File: src/rtl/core/sgm_pkg.sv
// ----------------------------------------------------------------------------
// Sobel gradient magnitude package
// Types and constants shared by the front end, back end and top level.
// ----------------------------------------------------------------------------
package sgm_pkg;

  localparam int unsigned PIX_W = 8;
  localparam int unsigned COL_W = 11;
  localparam int unsigned ROW_W = COL_W + 1;
  localparam int unsigned MAG_W = 11;
  localparam int unsigned CFG_W = 11;
  localparam int unsigned CFG_IDX_W = 2;

  localparam logic OP_PIXEL = 1'b0;
  localparam logic OP_FLUSH = 1'b1;

  localparam logic [CFG_IDX_W-1:0] CFG_FRAME_WIDTH  = 2'd0;
  localparam logic [CFG_IDX_W-1:0] CFG_FRAME_HEIGHT = 2'd1;
  localparam logic [CFG_IDX_W-1:0] CFG_EDGE_MODE    = 2'd2;

  typedef struct packed {
    logic             op;
    logic [PIX_W-1:0] pixel_value;
  } sgm_in_t;

  typedef struct packed {
    logic [MAG_W-1:0] magnitude;
    logic             last_of_frame;
  } sgm_out_t;

  // One classified request passed from the front end to the back end.
  typedef struct packed {
    logic             is_pixel;
    logic [PIX_W-1:0] pixel;
    logic [COL_W-1:0] col;
    logic             row_ge1;
    logic             row_ge2;
    logic             col_zero;
    logic             left_ok;
    logic             emit;
    logic             last;
  } sgm_item_t;

endpackage

File: src/rtl/core/sgm_front.sv
// ----------------------------------------------------------------------------
// Sobel front end
// Accepts requests, tracks the raster position and queues classified work.
// ----------------------------------------------------------------------------
module sgm_front (
  input  logic                      clk_i,
  input  logic                      rst_ni,
  input  logic                      clear_i,
  input  logic [sgm_pkg::COL_W-1:0] width_i,
  input  logic [sgm_pkg::COL_W-1:0] height_i,
  input  logic                      in_valid_i,
  output logic                      in_stall_o,
  input  sgm_pkg::sgm_in_t          in_data_i,
  output logic                      q_valid_o,
  output sgm_pkg::sgm_item_t        q_item_o,
  input  logic                      q_pop_i
);

  logic [sgm_pkg::COL_W-1:0] col_q, col_d, col_c, col_inc;
  logic [sgm_pkg::ROW_W-1:0] row_q, row_d, h_ext;
  logic                      accept, ignore, push, is_pixel, emit, last;
  sgm_pkg::sgm_item_t        item;
  sgm_pkg::sgm_item_t        fifo_q [2];
  logic [1:0]                count_q, count_d;
  logic                      wr_ptr_q, rd_ptr_q;

  assign h_ext    = {1'b0, height_i};
  assign is_pixel = row_q < h_ext;
  assign ignore   = is_pixel && (in_data_i.op == sgm_pkg::OP_FLUSH);
  assign col_c    = (col_q >= width_i) ? '0 : col_q;
  assign emit     = (row_q >= sgm_pkg::ROW_W'(2)) ||
                    ((row_q == sgm_pkg::ROW_W'(1)) && (col_c != '0));
  assign last     = (row_q == h_ext + sgm_pkg::ROW_W'(1)) && (col_c == '0);
  assign col_inc  = col_c + sgm_pkg::COL_W'(1);

  assign in_stall_o = (count_q == 2'd2);
  assign accept     = in_valid_i && !in_stall_o;
  assign push       = accept && !ignore;

  always_comb begin
    item.is_pixel = is_pixel;
    item.pixel    = in_data_i.pixel_value;
    item.col      = col_c;
    item.row_ge1  = row_q >= sgm_pkg::ROW_W'(1);
    item.row_ge2  = row_q >= sgm_pkg::ROW_W'(2);
    item.col_zero = col_c == '0;
    item.left_ok  = (col_c == '0) ? (width_i >= sgm_pkg::COL_W'(2))
                                  : (col_c >= sgm_pkg::COL_W'(2));
    item.emit     = emit;
    item.last     = last;
  end

  always_comb begin
    col_d = col_q;
    row_d = row_q;
    if (clear_i) begin
      col_d = '0;
      row_d = '0;
    end else if (push) begin
      if (last) begin
        col_d = '0;
        row_d = '0;
      end else if (col_inc >= width_i) begin
        col_d = '0;
        row_d = row_q + sgm_pkg::ROW_W'(1);
      end else begin
        col_d = col_inc;
      end
    end
  end

  always_comb begin
    count_d = count_q;
    if (push && !q_pop_i) begin
      count_d = count_q + 2'd1;
    end else if (!push && q_pop_i) begin
      count_d = count_q - 2'd1;
    end
  end

  always_ff @(posedge clk_i or negedge rst_ni) begin
    if (!rst_ni) begin
      col_q    <= '0;
      row_q    <= '0;
      count_q  <= '0;
      wr_ptr_q <= 1'b0;
      rd_ptr_q <= 1'b0;
    end else begin
      col_q   <= col_d;
      row_q   <= row_d;
      count_q <= count_d;
      if (push) begin
        wr_ptr_q <= !wr_ptr_q;
      end
      if (q_pop_i) begin
        rd_ptr_q <= !rd_ptr_q;
      end
    end
  end

  always_ff @(posedge clk_i) begin
    if (push) begin
      fifo_q[wr_ptr_q] <= item;
    end
  end

  assign q_valid_o = count_q != 2'd0;
  assign q_item_o  = fifo_q[rd_ptr_q];

  a_pop_nonempty : assert property (@(posedge clk_i) disable iff (!rst_ni)
    q_pop_i |-> (count_q != 2'd0))
    else $error("queue popped while empty");

  a_count_range : assert property (@(posedge clk_i) disable iff (!rst_ni)
    (count_q == 2'd2) |=> (count_q != 2'd3))
    else $error("queue count overran its depth");

  a_no_push_full : assert property (@(posedge clk_i) disable iff (!rst_ni)
    (count_q == 2'd2) |-> !push)
    else $error("request queued while the queue was full");

endmodule

File: config.mk
export PLATFORM = sky130hd
export DESIGN_NAME = sgm_front
export DESIGN_NICKNAME = d
export VERILOG_FILES = /design/src/rtl/core/sgm_pkg.sv /design/src/rtl/core/sgm_front.sv
export SDC_FILE = /design/constraint.sdc
export NUM_CORES = 1
export LEC_CHECK = 0
export ABC_AREA = 0
export BUFFER_PORTS_ARGS = -buffer_cell sky130_fd_sc_hd__buf_2
export CAP_MARGIN = 20
export CORE_ASPECT_RATIO = 1.4
export CORE_MARGIN = 2
export CORE_UTILIZATION = 65
export CTS_BUF_LIST = sky130_fd_sc_hd__clkbuf_8
export CTS_CLUSTER_DIAMETER = 80
export DETAILED_ROUTE_END_ITERATION = 16
export PLACE_DENSITY = 0.9
export SLEW_MARGIN = 0
export SYNTH_ARGS = -nofsm -noshare
export SYNTH_HDL_FRONTEND = slang
export SYNTH_SLANG_ARGS = --single-unit
File: constraint.sdc
create_clock -name clk_i -period 14.95 [get_ports clk_i]
set_input_delay 2.2425 -clock clk_i [delete_from_list [all_inputs] [get_ports clk_i]]
set_output_delay 2.2425 -clock clk_i [all_outputs]
set_load 0.02 [all_outputs]
==> summary.txt <==
Run status
  • Outcome: finished clean

Layout
  • Multi-input gate area: roughly 0.0026 sq mm
  • Filler instances: 574
  • Synthesis-to-layout area growth: 12.44%
  • Layout cell share with drive strength beyond 1: 0.2278
  • Antenna Diode Count: 0
  • Nets: 613
  • Register area: about 0.0022 sq mm
  • Post-route cell area: 0.005690 sq mm

Worst setup path
  • Crit-path max cell delay: 0.55 ns
  • Crit. End Element: register
  • Worst path top cell family by delay: simple AND/OR/NAND/NOR gates
  • Critical path buffer and inverter count: 3
  • Crit Path Category: primary input to register
  • Critical path fanouts, max: 15
  • Critical path's slowest cell: a2111oi_2
  • Crit path DAT: 7.50 ns
  • Critical Path RT: 15.19 ns
  • Startpoint class of the critical path: primary input
  • CP cell instances: buf_2 > ha_1 > nand2b_1 > a211o_1 > a2111oi_2 > o21ba_2 > nand2_1 > inv_1 > ha_1 > nand3_1 > nor2_1 > nand3_1 > xor2_1 > nor2_1 > ha_1 > nand3_1 > nand2_1 > or3_1 > o221ai_1 > and2_0 > buf_6 > nor2_1 > a311o_1

Min path
  • Worst hold path class: register to register

GRT
  • Vias in the first global route: 4030
  • Initial antenna violation count: 0
  • Total grt overflow: 0
  • Global-route wire length before repair: 18700 microns
  • Pin count of the biggest net entering global routing: 29
  • GRT Overall Usage: 0.2846

Synth
  • Post-synth ARST share: 0.3418
  • Syn avg cell area: 10.61 sq um
  • Seq cells post-synth: 79
  • Yosys warns: 0
  • Mapped Area: 0.005061 sq mm
  • Syn Inst Count: 477
  • Post-synth EDFFs: 52
  • Syn nets: 555
  • Yosys top cell by area: edfxtp_1
  • Ys flop type: edfxtp_1
  • Top cells by area, synth: edfxtp_1 (31%), dfrtp_1 (13%), ha_1 (10%)
  • Netlist cell types: 62
  • Share of the synthesized area in the top cell type: 0.3085
  • Post-synthesis sequential area ratio: 0.4420

Routing
  • WL met2: ~6200 microns
  • Via/cell ratio: about 6.3
  • DRC errors left: 0
  • Iteration-0 DRC count of the detailed router: 199
  • Routed len/inst: approximately 18 microns
  • Metal3 WL: 583 microns
  • Max Used Layer: met4
  • Met1 WL: 4176 microns
  • Final wirelength: 11390 microns
  • Via count: 4055
  • Post-DRT Antenna Nets: 0
  • First drt pass iteration count: 5

Clock network
  • Hold buffers post-CTS: 0
  • Htree depth: 3
  • Num CTS Buffers: 9
  • Reg clk slew, reported paths: around 0.09 ns
  • CTS tree: done
  • CTS sink count: 79
  • CTS resizes: 0
  • Setup bufs post-CTS: 0
  • Skew-Pair Late Insertion Delay: 0.35 ns
  • CTS Buffer Depth: 2
  • Clock Tree Root: clkbuf_8

Die
  • Initial core utilization: 0.6612
  • Die H: 108.4 microns
  • Rows: 38
  • Die width: between 70 and 80 microns
  • Ports: between 60 and 70
  • Die area: between 0.008 and 0.009 sq mm
  • CORE AREA: about 0.0077 sq mm

Timing
  • Post-Route Setup TNS: 0 ns
  • Max transition margin: 0.3029
  • Worst-Margin Slew: between 1 and 1.5 ns
  • Tcrit/Tclk final: 0.4855
  • Post-layout minimum cycle time: approximately 7.3 ns
  • Final hold slack: 0.5175 ns
  • RSZ-0062 raised after global routing: no
  • Fmax achieved: 137.8 MHz
  • Fin. Hold Viols: 0
  • Count of endpoints failing setup in the final report: 0
  • Final Max Tran Viols: 0
  • Clk_skew: 0.01405 ns

Power and ir drop
  • Pwr Total: 0.0006955 W
  • Pwr dens: 122.2 mW/mm^2
  • Peak supply drop: approximately 0.00007 V
  • Leak pwr: 2.382 nW

Placed design
  • Hpwl dp: 8611 microns
  • DP Area: 0.005431 sq mm
  • GPL Wtd Cong: approximately 0.93
  • IO Port Bufs: 63

Flow run
  • Number of max-cap violations: 0
## metrics by stage
stage | std cells | setup WS [ns] | utilization
2_1_floorplan | 477 | 8.211 | -
3_3_place_gp | 622 | 7.290 | 0.7095
3_5_place_dp | 622 | 7.055 | 0.7095
4_1_cts | 638 | 7.416 | 0.7383
5_1_grt | 640 | 7.401 | 0.7434
6_report | 640 | 7.692 | 0.7434
## worst paths after layout
check / from / end / slack, ns / depth (start not counted)
setup / recovery: width_i[0] / row_q[3]$_DFFE_PN0P_ / 7.69 / 23
hold / removal: count_q[1]$_DFFE_PN0P_ / count_q[1]$_DFFE_PN0P_ / 0.52 / 1
setup reg to reg: col_q[0]$_DFFE_PN0P_ / row_q[3]$_DFFE_PN0P_ / 9.16 / 23
hold reg to reg: count_q[1]$_DFFE_PN0P_ / count_q[1]$_DFFE_PN0P_ / 0.52 / 1
max in group asynchronous: rst_ni / col_q[5]$_DFFE_PN0P_ / 12.61 / 1
min in group asynchronous: rst_ni / col_q[8]$_DFFE_PN0P_ / 1.91 / 1
## routing by layer
layer / vias up / track usage
met5: - / 0
met4: 0 / 0.1617
met3: 36 / 0.03589
met2: 151 / 0.5275
met1: 1948 / 0.3091
li1: 1920 / -
## final cells by class
type | instances | share of cell area
clock buffers | 9 | 0.02177
inverters | 34 | 0.02243
repair buffers | 66 | 0.06354
flip-flops and latches | 79 | 0.3931
clock inverters | 7 | 0.01693
multi-input cells | 345 | 0.4602
well taps | 100 | 0.02199
## synth_stat cells, types with 4 or more instances
library cell	instances
nand3_1	36
nor3_1	15
a32o_1	11
inv_1	33
o2111ai_1	4
nor4_1	7
nand2_1	25
xnor2_1	11
clkbuf_1	15
edfxtp_1	52
o21ai_0	6
a21oi_1	13
ha_1	42
nor2b_1	10
xor2_1	12
nand4_1	19
and3_1	5
dfrtp_1	27
and2_1	14
nor2_1	31
o211ai_1	5
mux2_2	26
## logic make-up after synthesis
group / count (synthesis) / synth area share
simple gates: 181 / 0.1958
flops: 79 / 0.4420
compound gates: 73 / 0.1197
buf+inv: 53 / 0.04104
fa+ha+maj: 42 / 0.1038
mux: 26 / 0.05785
xor+xnor: 23 / 0.03980
## cell usage in the layout, fill, tap and decap left out, types with 3 or more instances in the layout
master     Yosys  layout
nor2_1        31      30
nand4b_1       3       3
o21ai_0        6       6
nor2b_1       10      10
inv_1         33      34
a21o_1         3       3
ha_1          42      42
nand2_1       25      25
dfrtp_1       27      27
buf_2          1      63
nor4_1         7       7
a211oi_1       3       3
edfxtp_1      52      52
mux2_2        26      26
nand4_1       19      19
o211ai_1       5       5
nor3_1        15      15
a21oi_1       13      13
xnor2_1       11      11
o311ai_0       3       3
and2_1        14      14
o2111ai_1      4       4
nand3_1       36      36
a32o_1        11      11
xor2_1        12      12
clkbuf_8       0       9
and3_1         5       5
## state kept, by name (all words and copies together), names as in the netlist
signal,cells
wr_ptr_q,1
row_q,12
count_q,2
col_q,11
fifo_q,52
rd_ptr_q,1
## report_power, final
group	internal [W]	leakage [nW]	switching, W
registers	0.000271	0.816	0.0000350
logic	0.0000940	1.46	0.000124
clock network	0.0000945	0.108	0.0000770
total	0.000459	2.38	0.000236
## worst register-to-register path, cell delays in order, from the launching register on
cell       delay (ns)
dfrtp_1          0.47
inv_1            0.08
ha_1             0.27
nand2b_1         0.15
a211o_1          0.30
a2111oi_2        0.55
o21ba_2          0.30
nand2_1          0.13
inv_1            0.16
ha_1             0.21
nand3_1          0.12
nor2_1           0.25
nand3_1          0.14
xor2_1           0.17
nor2_1           0.15
ha_1             0.27
nand3_1          0.09
nand2_1          0.06
or3_1            0.30
o221ai_1         0.39
and2_0           0.51
buf_6            0.24
nor2_1           0.07
a311o_1          0.31
Power figures use the tool's default switching activity.
